File: src/rtl/r2a_pkg.sv
// Shared types, constants and helper functions for the radix-to-ASCII converter.
// No dependencies.
`default_nettype none

package r2a_pkg;

    localparam int INTEGER_BITS_DEF        = 32;
    localparam int FRACTION_BITS_DEF       = 32;
    localparam int MAX_FRACTION_DIGITS_DEF = 16;

    localparam int RADIX_W       = 6;
    localparam int DIGIT_W       = 6;
    localparam int CHAR_W        = 8;
    localparam int DIV_BITS      = 8;   // quotient bits resolved per divider cycle

    localparam logic [RADIX_W-1:0] RADIX_RESET = 6'd10;
    localparam logic [RADIX_W-1:0] RADIX_MIN   = 6'd2;
    localparam logic [RADIX_W-1:0] RADIX_MAX   = 6'd36;
    localparam logic [DIGIT_W-1:0] DIGIT_NINE  = 6'd9;

    localparam logic [CHAR_W-1:0] ASCII_ZERO   = 8'h30;
    localparam logic [CHAR_W-1:0] ASCII_NINE   = 8'h39;
    localparam logic [CHAR_W-1:0] ASCII_UPPER_A = 8'h41;
    localparam logic [CHAR_W-1:0] ASCII_UPPER_Z = 8'h5A;
    localparam logic [CHAR_W-1:0] ASCII_DOT    = 8'h2E;
    localparam logic [CHAR_W-1:0] ALPHA_OFFSET = 8'd55;  // 10 -> 'A'

    typedef struct packed {
        logic load;
        logic div_step;
        logic emit_int;
        logic emit_dot;
        logic emit_frac;
    } r2a_cmd_t;

    typedef struct packed {
        logic div_last;
        logic quot_zero;
        logic count_full;
        logic idx_zero;
        logic frac_zero;
        logic frac_done;
        logic out_free;
    } r2a_sts_t;

    function automatic logic [CHAR_W-1:0] digit_char(input logic [DIGIT_W-1:0] d);
        logic [CHAR_W-1:0] dx;
        dx = CHAR_W'(d);
        return (d > DIGIT_NINE) ? dx + ALPHA_OFFSET : dx + ASCII_ZERO;
    endfunction

    function automatic logic [RADIX_W-1:0] sat_radix(input logic [RADIX_W-1:0] r);
        logic [RADIX_W-1:0] res;
        if (r < RADIX_MIN)
            res = RADIX_MIN;
        else if (r > RADIX_MAX)
            res = RADIX_MAX;
        else
            res = r;
        return res;
    endfunction

endpackage

`default_nettype wire

File: src/rtl/r2a_ram.sv
// Generic single-write, single-read RAM with registered read data.
// No dependencies.
`default_nettype none

module r2a_ram #(
    parameter int WIDTH = 6,
    parameter int DEPTH = 32
) (
    input  wire logic                     clk,
    input  wire logic                     we,
    input  wire logic [$clog2(DEPTH)-1:0] waddr,
    input  wire logic [WIDTH-1:0]         wdata,
    input  wire logic [$clog2(DEPTH)-1:0] raddr,
    output logic      [WIDTH-1:0]         rdata
);

    logic [WIDTH-1:0] mem [DEPTH];

    always_ff @(posedge clk)
    begin
        if (we)
        begin
            mem[waddr] <= wdata;
        end
        rdata <= mem[raddr];
    end

endmodule

`default_nettype wire

File: src/rtl/r2a_datapath.sv
// Datapath: radix register, digit-serial divider, fraction multiplier,
// digit store and output register. Depends on r2a_pkg and r2a_ram.
`default_nettype none

module r2a_datapath #(
    parameter int INTEGER_BITS        = r2a_pkg::INTEGER_BITS_DEF,
    parameter int FRACTION_BITS       = r2a_pkg::FRACTION_BITS_DEF,
    parameter int MAX_FRACTION_DIGITS = r2a_pkg::MAX_FRACTION_DIGITS_DEF
) (
    input  wire logic                              clk,
    input  wire logic                              rst_n,
    input  wire logic                              radix_we,
    input  wire logic [r2a_pkg::RADIX_W-1:0]       radix_wdata,
    input  wire logic [INTEGER_BITS-1:0]           integer_part,
    input  wire logic [FRACTION_BITS-1:0]          fraction_part,
    input  wire logic                              out_ready,
    output logic                                   out_valid,
    output logic      [r2a_pkg::CHAR_W-1:0]        ascii_char,
    output logic                                   last_char,
    input  wire r2a_pkg::r2a_cmd_t                 cmd,
    output r2a_pkg::r2a_sts_t                      sts
);

    import r2a_pkg::*;

    localparam int STEPS = (INTEGER_BITS + DIV_BITS - 1) / DIV_BITS;
    localparam int WW    = STEPS * DIV_BITS;
    localparam int SW    = (STEPS > 1) ? $clog2(STEPS) : 1;
    localparam int CW    = $clog2(INTEGER_BITS + 1);
    localparam int AW    = $clog2(INTEGER_BITS);
    localparam int FCW   = $clog2(MAX_FRACTION_DIGITS + 1);
    localparam int PW    = FRACTION_BITS + RADIX_W;

    logic [RADIX_W-1:0]       radix_reg;
    logic [RADIX_W-1:0]       r_eff;
    logic [WW-1:0]            work_reg;
    logic [WW-1:0]            work_shift;
    logic [DIGIT_W-1:0]       rem_reg;
    logic [DIGIT_W-1:0]       rem_next;
    logic [DIV_BITS-1:0]      qbits;
    logic [SW-1:0]            step_reg;
    logic [CW-1:0]            count_reg;
    logic [AW-1:0]            idx_reg;
    logic [FRACTION_BITS-1:0] frac_reg;
    logic [FCW-1:0]           fcnt_reg;
    logic [PW-1:0]            prod;
    logic [DIGIT_W-1:0]       frac_digit;
    logic [FRACTION_BITS-1:0] frac_rest;
    logic [DIGIT_W-1:0]       rd_digit;
    logic                     ram_we;
    logic                     out_valid_reg;
    logic [CHAR_W-1:0]        char_reg;
    logic                     last_reg;
    logic                     emit;

    assign r_eff = sat_radix(radix_reg);

    // Restoring division, DIV_BITS quotient bits per cycle, MSB first.
    always_comb
    begin
        logic [DIV_BITS-1:0]  top;
        logic [DIGIT_W:0]     trial;
        logic [DIGIT_W-1:0]   rem;
        top   = work_reg[WW-1 -: DIV_BITS];
        rem   = rem_reg;
        qbits = '0;
        for (int i = DIV_BITS - 1; i >= 0; i--)
        begin
            trial = {rem, top[i]};
            if (trial >= {1'b0, r_eff})
            begin
                rem      = DIGIT_W'(trial - {1'b0, r_eff});
                qbits[i] = 1'b1;
            end
            else
            begin
                rem = DIGIT_W'(trial);
            end
        end
        rem_next   = rem;
        work_shift = (work_reg << DIV_BITS) | WW'(qbits);
    end

    // Fraction step: digit above the binary point, rest below.
    assign prod       = PW'(frac_reg) * PW'(r_eff);
    assign frac_digit = prod[PW-1 -: DIGIT_W];
    assign frac_rest  = prod[FRACTION_BITS-1:0];

    assign ram_we = cmd.div_step && sts.div_last;

    r2a_ram #(
        .WIDTH (DIGIT_W),
        .DEPTH (INTEGER_BITS)
    ) u_digits (
        .clk   (clk),
        .we    (ram_we),
        .waddr (count_reg[AW-1:0]),
        .wdata (rem_next),
        .raddr (idx_reg),
        .rdata (rd_digit)
    );

    assign emit = cmd.emit_int || cmd.emit_dot || cmd.emit_frac;

    always_comb
    begin
        sts.div_last   = (step_reg == SW'(STEPS - 1));
        sts.quot_zero  = (work_shift == '0);
        sts.count_full = (count_reg == CW'(INTEGER_BITS - 1));
        sts.idx_zero   = (idx_reg == '0);
        sts.frac_zero  = (frac_reg == '0);
        sts.frac_done  = (frac_rest == '0) || (fcnt_reg == FCW'(MAX_FRACTION_DIGITS - 1));
        sts.out_free   = !out_valid_reg || out_ready;
    end

    // Control state
    always_ff @(posedge clk or negedge rst_n)
    begin
        if (!rst_n)
        begin
            radix_reg     <= RADIX_RESET;
            step_reg      <= '0;
            count_reg     <= '0;
            fcnt_reg      <= '0;
            out_valid_reg <= 1'b0;
        end
        else
        begin
            if (radix_we)
            begin
                radix_reg <= radix_wdata;
            end
            if (cmd.load)
            begin
                step_reg  <= '0;
                count_reg <= '0;
                fcnt_reg  <= '0;
            end
            else if (cmd.div_step)
            begin
                step_reg <= sts.div_last ? '0 : SW'(step_reg + 1'b1);
                if (sts.div_last)
                begin
                    count_reg <= CW'(count_reg + 1'b1);
                end
            end
            if (cmd.emit_frac)
            begin
                fcnt_reg <= FCW'(fcnt_reg + 1'b1);
            end
            if (emit)
            begin
                out_valid_reg <= 1'b1;
            end
            else if (out_ready)
            begin
                out_valid_reg <= 1'b0;
            end
        end
    end

    // Payload
    always_ff @(posedge clk)
    begin
        if (cmd.load)
        begin
            work_reg <= WW'(integer_part);
            frac_reg <= fraction_part;
            rem_reg  <= '0;
        end
        else if (cmd.div_step)
        begin
            work_reg <= work_shift;
            rem_reg  <= sts.div_last ? '0 : rem_next;
            if (sts.div_last)
            begin
                idx_reg <= count_reg[AW-1:0];
            end
        end
        if (cmd.emit_int)
        begin
            idx_reg  <= AW'(idx_reg - 1'b1);
            char_reg <= digit_char(rd_digit);
            last_reg <= sts.idx_zero && sts.frac_zero;
        end
        else if (cmd.emit_dot)
        begin
            char_reg <= ASCII_DOT;
            last_reg <= 1'b0;
        end
        else if (cmd.emit_frac)
        begin
            frac_reg <= frac_rest;
            char_reg <= digit_char(frac_digit);
            last_reg <= sts.frac_done;
        end
    end

    assign out_valid  = out_valid_reg;
    assign ascii_char = char_reg;
    assign last_char  = last_reg;

endmodule

`default_nettype wire

File: src/rtl/r2a_ctrl.sv
// Sequencer: divide, read back digits MSB first, dot, fraction digits.
// Depends on r2a_pkg.
`default_nettype none

module r2a_ctrl (
    input  wire logic                clk,
    input  wire logic                rst_n,
    input  wire logic                in_valid,
    output logic                     in_ready,
    input  wire r2a_pkg::r2a_sts_t   sts,
    output r2a_pkg::r2a_cmd_t        cmd
);

    import r2a_pkg::*;

    typedef enum logic [5:0] {
        ST_IDLE = 6'b000001,
        ST_DIV  = 6'b000010,
        ST_RD   = 6'b000100,
        ST_INT  = 6'b001000,
        ST_DOT  = 6'b010000,
        ST_FRAC = 6'b100000
    } state_t;

    state_t state_reg;
    state_t state_next;

    always_comb
    begin
        state_next = state_reg;
        cmd        = '0;
        in_ready   = 1'b0;
        case (state_reg)
            ST_IDLE:
            begin
                in_ready = 1'b1;
                if (in_valid)
                begin
                    cmd.load   = 1'b1;
                    state_next = ST_DIV;
                end
            end
            ST_DIV:
            begin
                cmd.div_step = 1'b1;
                if (sts.div_last && (sts.quot_zero || sts.count_full))
                begin
                    state_next = ST_RD;
                end
            end
            ST_RD:
            begin
                // digit store read latency
                state_next = ST_INT;
            end
            ST_INT:
            begin
                if (sts.out_free)
                begin
                    cmd.emit_int = 1'b1;
                    if (!sts.idx_zero)
                        state_next = ST_RD;
                    else if (sts.frac_zero)
                        state_next = ST_IDLE;
                    else
                        state_next = ST_DOT;
                end
            end
            ST_DOT:
            begin
                if (sts.out_free)
                begin
                    cmd.emit_dot = 1'b1;
                    state_next   = ST_FRAC;
                end
            end
            ST_FRAC:
            begin
                if (sts.out_free)
                begin
                    cmd.emit_frac = 1'b1;
                    if (sts.frac_done)
                    begin
                        state_next = ST_IDLE;
                    end
                end
            end
            default:
            begin
                state_next = ST_IDLE;
            end
        endcase
    end

    always_ff @(posedge clk or negedge rst_n)
    begin
        if (!rst_n)
        begin
            state_reg <= ST_IDLE;
        end
        else
        begin
            state_reg <= state_next;
        end
    end

endmodule

`default_nettype wire

File: src/rtl/radix_to_ascii_converter_top.sv
// Radix-to-ASCII converter top level: controller plus datapath.
// Depends on r2a_pkg, r2a_ctrl, r2a_datapath (and r2a_ram below it).
//
// Usage:
//  - Input channel (in_valid/in_ready) takes one unsigned fixed-point number
//    per transaction: integer_part and fraction_part (Q0.FRACTION_BITS).
//  - Output channel (out_valid/out_ready) returns its spelling one character
//    per transaction, MSB digit first, then '.' and fraction digits when the
//    fraction is nonzero; last_char marks the final character.
//  - radix_we/radix_wdata writes the base (saturated to 2..36); write it only
//    while no number is in flight.
//  - Steps for a number: accept, then divider steps for each integer digit
//    (the divider resolves 8 quotient bits per cycle), then a digit store
//    read and an emit per integer character, then '.' and one emit per
//    fraction digit when the fraction is nonzero. The worst case is radix 2
//    with 32 integer and 16 fraction digits.
//  - One number at a time; in_ready rises once the last character is in the
//    output register, so the next number starts while it waits to be taken.
//  - A stalled receiver holds the output register; the sequencer waits.
//  - Reset empties the output register, returns to idle, sets radix to 10.
`default_nettype none

module radix_to_ascii_converter_top #(
    parameter int INTEGER_BITS        = r2a_pkg::INTEGER_BITS_DEF,
    parameter int FRACTION_BITS       = r2a_pkg::FRACTION_BITS_DEF,
    parameter int MAX_FRACTION_DIGITS = r2a_pkg::MAX_FRACTION_DIGITS_DEF
) (
    input  wire logic                          clk,
    input  wire logic                          rst_n,
    input  wire logic                          radix_we,
    input  wire logic [r2a_pkg::RADIX_W-1:0]   radix_wdata,
    input  wire logic                          in_valid,
    output logic                               in_ready,
    input  wire logic [INTEGER_BITS-1:0]       integer_part,
    input  wire logic [FRACTION_BITS-1:0]      fraction_part,
    output logic                               out_valid,
    input  wire logic                          out_ready,
    output logic      [r2a_pkg::CHAR_W-1:0]    ascii_char,
    output logic                               last_char
);

    import r2a_pkg::*;

    r2a_cmd_t cmd;
    r2a_sts_t sts;

    // Sequencer
    r2a_ctrl u_ctrl (
        .clk      (clk),
        .rst_n    (rst_n),
        .in_valid (in_valid),
        .in_ready (in_ready),
        .sts      (sts),
        .cmd      (cmd)
    );

    // Arithmetic, digit store and output register
    r2a_datapath #(
        .INTEGER_BITS        (INTEGER_BITS),
        .FRACTION_BITS       (FRACTION_BITS),
        .MAX_FRACTION_DIGITS (MAX_FRACTION_DIGITS)
    ) u_dp (
        .clk           (clk),
        .rst_n         (rst_n),
        .radix_we      (radix_we),
        .radix_wdata   (radix_wdata),
        .integer_part  (integer_part),
        .fraction_part (fraction_part),
        .out_ready     (out_ready),
        .out_valid     (out_valid),
        .ascii_char    (ascii_char),
        .last_char     (last_char),
        .cmd           (cmd),
        .sts           (sts)
    );

endmodule

`default_nettype wire

File: config.mk
export PLATFORM = sky130hd
export DESIGN_NAME = radix_to_ascii_converter_top
export DESIGN_NICKNAME = d
export VERILOG_FILES = /design/src/rtl/r2a_pkg.sv /design/src/rtl/r2a_ram.sv /design/src/rtl/r2a_datapath.sv /design/src/rtl/r2a_ctrl.sv /design/src/rtl/radix_to_ascii_converter_top.sv
export SDC_FILE = /design/constraint.sdc
export NUM_CORES = 1
export LEC_CHECK = 0
export BUFFER_PORTS_ARGS = -buffer_cell sky130_fd_sc_hd__buf_4
export CAP_MARGIN = 40
export CORE_ASPECT_RATIO = 1.4
export CORE_MARGIN = 2
export CORE_UTILIZATION = 55
export DETAILED_ROUTE_END_ITERATION = 7
export PLACE_DENSITY_LB_ADDON = 0.2
export SLEW_MARGIN = 10
export SYNTH_ARGS = -nofsm -noshare
export SYNTH_HDL_FRONTEND = slang
export SYNTH_HIERARCHICAL = 1
export SYNTH_SLANG_ARGS = --single-unit
export TNS_END_PERCENT = 100
File: constraint.sdc
create_clock -name clk -period 48.2 [get_ports clk]
set_clock_uncertainty 0.2 [all_clocks]
set_input_delay 14.46 -clock clk [delete_from_list [all_inputs] [get_ports clk]]
set_output_delay 14.46 -clock clk [all_outputs]
set_load 0.02 [all_outputs]
==> qor.csv, run 1 <==
stage;metric;value;unit
run_status;result of the run;completed;
yosys;primary flip-flop cell chosen by synthesis mapping;sky130_fd_sc_hd__edfxtp_1;
yosys;compound-cell area share of the yosys netlist;9.490;%
clocking;worst skew pair latency;0.60;ns
critical_path;worst reg2reg setup slack;28.60;ns
timing;setup repair after global routing missed its margin;false;
placement;number of port buffers;84;
placement;half-perimeter wire length after detailed placement;37690;um
critical_path;category of the critical setup timing path;register to register;
finish;proportion of layout cells with a drive suffix above 1;16.63;%
global_routing;M1 GR Usage;31.02;%
floorplan;area of the die;40720;sq um
yosys;portion of the post-synthesis area used by sequential elements;40.23;%
yosys;top cells by count, synth;sky130_fd_sc_hd__nand2_1 (257), sky130_fd_sc_hd__edfxtp_1 (237), sky130_fd_sc_hd__inv_1 (181), sky130_fd_sc_hd__fa_1 (129), sky130_fd_sc_hd__ha_1 (107);
global_routing;GR Layer Usage met2;46.47;%
placement;post-placement cell area;22590;sq um
floorplan;floorplan core area;38500;sq um
finish;count of placed standard cells in the final layout, fillers left out;2494;
critical_path;CP Data Required Time;48.47;ns
finish;layout net count;2258;
yosys;fraction of post-synthesis cell area in the top cell type by area;33.09;%
yosys;combined area of all synthesized cells;21500;sq um
global_routing;most crowded layer after global routing;met2;
timing;Tcrit/Tclk final;40.66;%
timing;number of slew-limit violations in the final report;0;
detailed_routing;detailed-route wire length;51010;um
floorplan;die width;171.1;um
timing;setup TNS;0;ns
global_routing;global-route wire length before repair;81320;um
clocking;Post-CTS Resized;0;
critical_path;dominant cell type by count on the critical path;sky130_fd_sc_hd__a21o_1;
timing;maximum operating frequency;0.05103;GHz
yosys;main combinational cell family by area after synthesis;adder cells;
global_routing;vias in the first global route;15500;
clocking;clock tree buffer depth;3;
finish;final instance area;23610;sq um
critical_path;Crit-path slowest cell;sky130_fd_sc_hd__or4_1;
timing;worst setup margin;28.60;ns
clocking;Post-CTS Setup Repair Bufs;0;
yosys;Post-Synthesis Mean Instance Area;11.33;sq um
yosys;proportion of synthesized area in mux cells;11.37;%
yosys;count of mapped cells out of synthesis;1898;
finish;max FFs per register;192;
floorplan;height of the die;238.0;um
critical_path;worst reg2reg path endpoint;u_ctrl/state_reg[4];
clocking;TritonCTS clock tree;done;
yosys;share of the synthesized netlist area taken by xor and xnor gates;3.136;%
detailed_routing;routed via count divided by cell count;5.879;
detailed_routing;average detailed-routed wire length per instance;20.45;um
detailed_routing;total iterations of the first detailed-routing run;5;
timing;setup violation total in the final timing report;0;
yosys;number of flops mapped to enable cells by yosys;237;
hold_path;end of the worst hold path;u_dp/rem_reg[5];
global_routing;All-Layer GR Usage;25.73;%
global_routing;largest net degree at the start of global routing;54;
yosys;Yosys cell types;109;
yosys;number of storage elements in the synthesis netlist;307;
global_routing;met3 track demand over resource in global routing;3.118;%
clocking;CTS hold repair buffers;0;
timing;tightest slew margin relative to the limit;44.77;%
critical_path;Max FO, Critical Path;38;
placement;Setup Slack @ Placement;28.80;ns
detailed_routing;via count;14660;
finish;number of antenna cells inserted;0;
critical_path;crit-path max cell delay;0.70;ns
yosys;count of synthesis-stage warnings from yosys;6;
yosys;post-synthesis share of cell area spent on full adders, half adders and majority gates;18.28;%
critical_path;CP Data Arrival Time;19.87;ns
finish;fillcell total;3157;
critical_path;Crit. End Element;register;
timing;post-route minimum period;19.60;ns
global_routing;grt ovf;0;
clocking;root cell of the clock tree;sky130_fd_sc_hd__clkbuf_16;
placement;Cells after DPL;2436;
detailed_routing;# DRC;0;
detailed_routing;post-route antenna net violation count;0;
critical_path;worst reg-to-reg path cell count;81;
clocking;total clock buffers created by CTS;31;
hold_path;WHS Path Cells;1;
clocking;htree depth;1;
finish;area growth from synthesis to final layout;9.810;%
yosys;area fraction in and, or, nand and nor cells after synthesis;12.40;%
yosys;dominant cells by area after synthesis;sky130_fd_sc_hd__edfxtp_1 (33%), sky130_fd_sc_hd__fa_1 (12%), sky130_fd_sc_hd__mux4_2 (6.3%), sky130_fd_sc_hd__ha_1 (6.2%), sky130_fd_sc_hd__nand2_1 (4.5%);
placement;Final GP Congestion;0.9436;
hold_path;startpoint of the most critical hold path;u_dp/rem_reg[5];
floorplan;std cell rows;85;
clocking;clock-pin slew of the registers on the worst-case setup and hold paths;0.06;ns
yosys;cell type with the largest total area after synthesis;sky130_fd_sc_hd__edfxtp_1;
floorplan;I/O pin count;86;
timing;number of hold violations in the final report;0;
critical_path;worst setup path startpoint;u_dp/radix_reg[5];
clocking;clock sink count;307;
yosys;syn_nets;2209;
timing;worst slew pin tran;0.8275;ns
critical_path;startpoint kind of the worst setup timing path;register;
yosys;most common cell in the netlist;sky130_fd_sc_hd__nand2_1;
hold_path;type of the tightest min-delay check;register to register;
floorplan;initial core utilization;55.86;%
job;max capacitance violation total;0;
global_routing;number of antenna violations at the first check in global routing;0;
detailed_routing;count of routing violations after the opening detailed-route iteration;980;
critical_path;startpoint of the worst-slack reg-to-reg timing path;u_dp/radix_reg[5];
yosys;FFs w/ async S/R, synth;8.469;%
## critical path, delay by kind of cell, from the launching register on
family | cells | cell delay, ns
flops | 1 | 0.32
buf+inv | 7 | 1.88
mux | 4 | 1.30
fa+ha+maj | 9 | 2.98
compound gates | 42 | 8.60
simple gates | 19 | 4.14
## kinds of logic (layout without fill, tap and decap cells)
kind of cell,after synthesis,in the layout
buffers and inverters,270,344
AOI/OAI and AO/OA,289,289
adders and majority gates,237,237
and+or+nand+nor,558,558
DFF,307,307
other,1,1
muxes,159,159
xor gates and xnor gates,77,77
## placed cells by master, fill, tap and decap left out, drive strengths merged, types with 46 or more instances in the layout
cell type	n
a21oi	60
nor2	105
xnor2	46
inv	190
nand2	258
mux2	54
o21ai	73
fa	129
buf	104
edfxtp	237
mux4	60
ha	107
## worst max path at each step
stage                                   end  cells after the start
floorplan           u_dp/u_digits/mem[0][5]                     78
global placement        u_ctrl/state_reg[4]                     80
detailed placement      u_ctrl/state_reg[4]                     79
CTS                     u_ctrl/state_reg[4]                     79
global route            u_ctrl/state_reg[4]                     79
finish                  u_ctrl/state_reg[4]                     81
## metrics by stage
step / hold slack (ns) / util (%)
after detailed placement: 0.2778 / 58.67
final: 0.3012 / 61.34
after floorplan: 0.2504 / -
after CTS: 0.2947 / 61.34
after global routing: 0.3093 / 61.34
after global placement: 0.2753 / 58.51
## final cells by class
| class | count | area (sq um) | area share, % |
|---|---|---|---|
| Multi-Input combinational cell | 1321 | 11790 | 49.91 |
| Clock buffer | 45 | 900.9 | 3.815 |
| Sequential cell | 307 | 8652 | 36.64 |
| Timing Repair Buffer | 104 | 813.3 | 3.444 |
| Clock inverter | 13 | 125.1 | 0.5299 |
| Inverter | 182 | 684.4 | 2.898 |
| Tap cell | 522 | 653.1 | 2.766 |
## per-layer routing
layer	vias to the layer above	share of wire, %	routed length [um]
li1	6805	-	-
met1	7327	38	19550
met2	416	53	26920
met3	115	4.8	2440
met4	0	4.1	2111
met5	-	0	0
Power of run 1 is not shown: default switching activity piles up to over one toggle a cycle in this logic, so the estimate is an artifact.
==> inputs of run 2 (changes only) <==
- clock period: 48.2 -> 19.9 ns (I/O delays scaled with it)
==> qor.csv, run 2 (synthesis results as in run 1) <==
stage;metric;value;unit
run_status;result of the run;completed;
placement;number of port buffers;84;
global_routing;grt ovf;0;
detailed_routing;# DRC;0;
finish;area growth from synthesis to final layout;11.01;%
finish;number of antenna cells inserted;0;
global_routing;All-Layer GR Usage;26.40;%
critical_path;Crit. End Element;register;
hold_path;type of the tightest min-delay check;register to register;
finish;proportion of layout cells with a drive suffix above 1;17.18;%
critical_path;CP Data Required Time;20.11;ns
detailed_routing;routed via count divided by cell count;6.001;
job;max capacitance violation total;0;
clocking;CTS hold repair buffers;0;
clocking;worst skew pair latency;0.55;ns
floorplan;floorplan core area;38500;sq um
clocking;clock-pin slew of the registers on the worst-case setup and hold paths;0.06;ns
floorplan;area of the die;40720;sq um
detailed_routing;post-route antenna net violation count;0;
detailed_routing;count of routing violations after the opening detailed-route iteration;1021;
critical_path;worst reg2reg setup slack;1.18;ns
finish;most common library cell in the layout ignoring fill and taps;sky130_fd_sc_hd__nand2_1;
global_routing;number of antenna violations at the first check in global routing;0;
critical_path;capture point of the worst path;u_ctrl/state_reg[4];
critical_path;worst reg2reg path endpoint;u_ctrl/state_reg[4];
critical_path;Max FO, Critical Path;38;
clocking;clock sink count;307;
clocking;TritonCTS clock tree;done;
floorplan;die width;171.1;um
critical_path;startpoint of the worst-slack reg-to-reg timing path;u_dp/radix_reg[5];
floorplan;std cell rows;85;
clocking;clock tree buffer depth;3;
critical_path;crit-path max cell delay;0.70;ns
detailed_routing;via count;15010;
timing;setup TNS;0;ns
finish;layout net count;2264;
finish;max FFs per register;192;
timing;setup violation total in the final timing report;0;
timing;tightest slew margin relative to the limit;45.26;%
clocking;total clock buffers created by CTS;34;
timing;number of hold violations in the final report;0;
critical_path;worst reg-to-reg path cell count;80;
timing;worst slew pin tran;0.8004;ns
finish;most frequent cells in the layout;sky130_fd_sc_hd__nand2_1 (257), sky130_fd_sc_hd__edfxtp_1 (237), sky130_fd_sc_hd__inv_1 (180), sky130_fd_sc_hd__fa_1 (129), sky130_fd_sc_hd__ha_1 (107);
timing;worst hold-check slack;0.3290;ns
critical_path;worst setup path startpoint;u_dp/radix_reg[5];
timing;post-route minimum period;18.72;ns
critical_path;category of the critical setup timing path;register to register;
critical_path;dominant cell type by count on the critical path;sky130_fd_sc_hd__a21o_1;
floorplan;height of the die;238.0;um
global_routing;global-route wire length before repair;83010;um
global_routing;largest net degree at the start of global routing;53;
clocking;root cell of the clock tree;sky130_fd_sc_hd__clkbuf_16;
clocking;htree depth;2;
detailed_routing;detailed-route wire length;52240;um
timing;Tcrit/Tclk final;94.06;%
detailed_routing;total iterations of the first detailed-routing run;5;
global_routing;vias in the first global route;15520;
finish;count of placed standard cells in the final layout, fillers left out;2501;
floorplan;initial core utilization;55.86;%
timing;maximum operating frequency;0.05342;GHz
placement;Cells after DPL;2437;
timing;setup repair after global routing missed its margin;false;
placement;half-perimeter wire length after detailed placement;38170;um
floorplan;I/O pin count;86;
critical_path;startpoint kind of the worst setup timing path;register;
placement;Final GP Congestion;0.9430;
critical_path;CP Data Arrival Time;18.93;ns
critical_path;Crit-path slowest cell;sky130_fd_sc_hd__or4_1;
detailed_routing;average detailed-routed wire length per instance;20.89;um
timing;number of slew-limit violations in the final report;0;
hold_path;WHS Path Cells;2;
-- run 2: through the flow --
stage          instance area [sq um]  utilization [%]  worst slack (ns)
4_1_cts                        23840            61.93            0.8525
5_1_grt                        23870            62.01          0.003851
3_5_place_dp                   22600            58.69            0.8888
2_1_floorplan                  21500                -             2.281
6_report                       23870            62.01             1.182
3_3_place_gp                   22530            58.53             1.332
-- run 2: worst min-delay path by stage --
| stage | start | slack, ns | endpoint |
|---|---|---|---|
| floorplan | u_dp/rem_reg[5] | 0.25 | u_dp/rem_reg[5] |
| CTS | u_dp/rem_reg[5] | 0.33 | u_dp/rem_reg[5] |
| global route | u_dp/radix_reg[2] | 0.36 | u_dp/radix_reg[2] |
| detailed placement | u_dp/rem_reg[5] | 0.31 | u_dp/rem_reg[5] |
| global placement | u_dp/rem_reg[5] | 0.29 | u_dp/rem_reg[5] |
| finish | u_dp/step_reg[1] | 0.33 | u_dp/step_reg[1] |
-- run 2: worst max-delay path, delay by kind of cell (launching register included) --
kind	cells	cell delay [ns]
and+or+nand+nor	18	3.67
adders and majority gates	9	2.98
muxes	3	0.87
DFF	1	0.34
buffers and inverters	6	1.18
AOI/OAI and AO/OA	44	9.39
-- run 2: metal layers --
metal	track usage (%)	wire length (um)	share of wire (%)	up-vias
li1	-	-	-	6828
met2	48.42	28090	54	466
met5	0	0	0	-
met1	31.15	19570	37	7585
met3	3.433	2548	4.9	130
met4	10.32	2025	3.9	0
-- run 2: final cells by class --
class / count / area, sq um
Clock buffer: 37 / 862.1
Clock inverter: 25 / 384.1
Fill cell: 3132 / 14630
Inverter: 182 / 688.2
Multi-Input combinational cell: 1321 / 11790
Sequential cell: 307 / 8652
Tap cell: 522 / 653.1
Timing Repair Buffer: 107 / 839.6
-- run 2: what timing repair did --
item | CTS | global route
hold endpoints to repair | 0 | 0
setup buffers | 0 | 2
gates resized for setup | 0 | 5
endpoints found under the setup margin | 0 | 204
Power of run 2 is left out for the same reason.
==> inputs of run 3 (changes only) <==
- clock period: 19.9 -> 18.6 ns (I/O delays scaled with it)
==> qor.csv, run 3 (synthesis results as in run 1) <==
stage;metric;value;unit
run_status;result of the run;completed;
critical_path;startpoint kind of the worst setup timing path;register;
timing;Tcrit/Tclk final;94.46;%
timing;number of hold violations in the final report;0;
timing;post-route minimum period;17.57;ns
clocking;clock-pin slew of the registers on the worst-case setup and hold paths;0.07;ns
placement;number of port buffers;84;
job;max capacitance violation total;0;
global_routing;vias in the first global route;15570;
detailed_routing;total iterations of the first detailed-routing run;5;
clocking;worst skew pair latency;0.59;ns
critical_path;dominant cell type by count on the critical path;sky130_fd_sc_hd__a21o_1;
clocking;clock sink count;307;
timing;number of slew-limit violations in the final report;0;
global_routing;All-Layer GR Usage;25.69;%
critical_path;CP Data Required Time;18.88;ns
clocking;htree depth;1;
floorplan;I/O pin count;86;
global_routing;largest net degree at the start of global routing;53;
finish;layout net count;2263;
critical_path;CP Data Arrival Time;17.85;ns
critical_path;Crit. End Element;register;
clocking;total clock buffers created by CTS;31;
clocking;Post-CTS Setup Repair Bufs;0;
placement;Final GP Congestion;0.9515;
finish;most frequent cells in the layout;sky130_fd_sc_hd__nand2_1 (255), sky130_fd_sc_hd__edfxtp_1 (237), sky130_fd_sc_hd__inv_1 (181), sky130_fd_sc_hd__fa_1 (129), sky130_fd_sc_hd__ha_1 (107);
finish;count of placed standard cells in the final layout, fillers left out;2498;
placement;half-perimeter wire length after detailed placement;38310;um
detailed_routing;post-route antenna net violation count;0;
detailed_routing;detailed-route wire length;51400;um
critical_path;crit-path max cell delay;0.62;ns
floorplan;area of the die;40720;sq um
detailed_routing;average detailed-routed wire length per instance;20.58;um
placement;Setup Slack @ Placement;0.1700;ns
detailed_routing;count of routing violations after the opening detailed-route iteration;914;
global_routing;grt ovf;0;
finish;proportion of layout cells with a drive suffix above 1;17.26;%
floorplan;initial core utilization;55.86;%
timing;setup violation total in the final timing report;0;
timing;tightest slew margin relative to the limit;45.11;%
floorplan;die width;171.1;um
critical_path;category of the critical setup timing path;register to register;
finish;area growth from synthesis to final layout;10.22;%
detailed_routing;routed via count divided by cell count;5.954;
timing;worst slew pin tran;0.8233;ns
detailed_routing;# DRC;0;
critical_path;worst setup path startpoint;u_dp/radix_reg[5];
timing;worst setup margin;1.031;ns
global_routing;global-route wire length before repair;81450;um
floorplan;floorplan core area;38500;sq um
timing;setup TNS;0;ns
hold_path;type of the tightest min-delay check;register to register;
detailed_routing;via count;14870;
global_routing;number of antenna violations at the first check in global routing;0;
hold_path;startpoint of the most critical hold path;u_dp/rem_reg[5];
finish;number of antenna cells inserted;0;
floorplan;std cell rows;85;
clocking;root cell of the clock tree;sky130_fd_sc_hd__clkbuf_16;
finish;most common library cell in the layout ignoring fill and taps;sky130_fd_sc_hd__nand2_1;
critical_path;Max FO, Critical Path;34;
placement;Cells after DPL;2441;
clocking;clock tree buffer depth;3;
finish;fillcell total;3154;
floorplan;height of the die;238.0;um
critical_path;startpoint of the worst-slack reg-to-reg timing path;u_dp/radix_reg[5];
clocking;TritonCTS clock tree;done;
critical_path;Crit-path slowest cell;sky130_fd_sc_hd__or4_4;
finish;max FFs per register;192;
timing;maximum operating frequency;0.05692;GHz
==> run 3: through the flow <==
stage	hold WS, ns	cell area, sq um	util (%)
finish	0.3392	23700	61.57
detailed placement	0.3234	22630	58.79
global route	0.3498	23700	61.57
global placement	0.3109	22570	58.63
floorplan	0.2504	21500	-
CTS	0.3381	23640	61.39
==> run 3: layout make-up <==
class                   instances  area [sq um]  area share, %
multi-input cells            1321         11850          50.00
flip-flops and latches        307          8652          36.50
repair buffers                109         858.3          3.621
clock buffers                  33         783.3          3.304
inverters                     182         684.4          2.887
well taps                     522         653.1          2.755
clock inverters                24         220.2         0.9291
==> run 3: per-layer routing <==
layer / track usage [%] / part of all wire (%) / vias up
met5: 0 / 0 / -
met1: 30.56 / 38 / 7512
met2: 46.91 / 53 / 404
li1: - / - / 6836
met3: 3.201 / 4.7 / 121
met4: 10.14 / 3.8 / 0
==> run 3: final timing paths <==
kind                       slack [ns]             endpoint  cells after the start
max                              1.03  u_ctrl/state_reg[4]                     78
min                              0.34      u_dp/rem_reg[5]                      1
max reg2reg                      1.03  u_ctrl/state_reg[4]                     78
min reg2reg                      0.34      u_dp/rem_reg[5]                      1
max in group asynchronous       13.17    u_dp/radix_reg[1]                      1
min in group asynchronous        4.71  u_ctrl/state_reg[4]                      1
==> run 3: what timing repair did <==
item	4_1_cts	5_1_grt
hold buffers	0	0
setup endpoints to repair	0	204
gates resized for setup	0	15
==> run 3: critical path, delay by kind of cell, from the launching register on <==
family	cells	cell delay, ns
AND/OR/NAND/NOR	19	3.76
AO/OA/AOI/OAI	38	7.59
flip-flops	1	0.47
multiplexers	4	1.18
adder cells (fa/ha/maj)	9	2.94
XOR/XNOR	1	0.25
buffers and inverters	7	1.08
Power of run 3 is left out for the same reason.
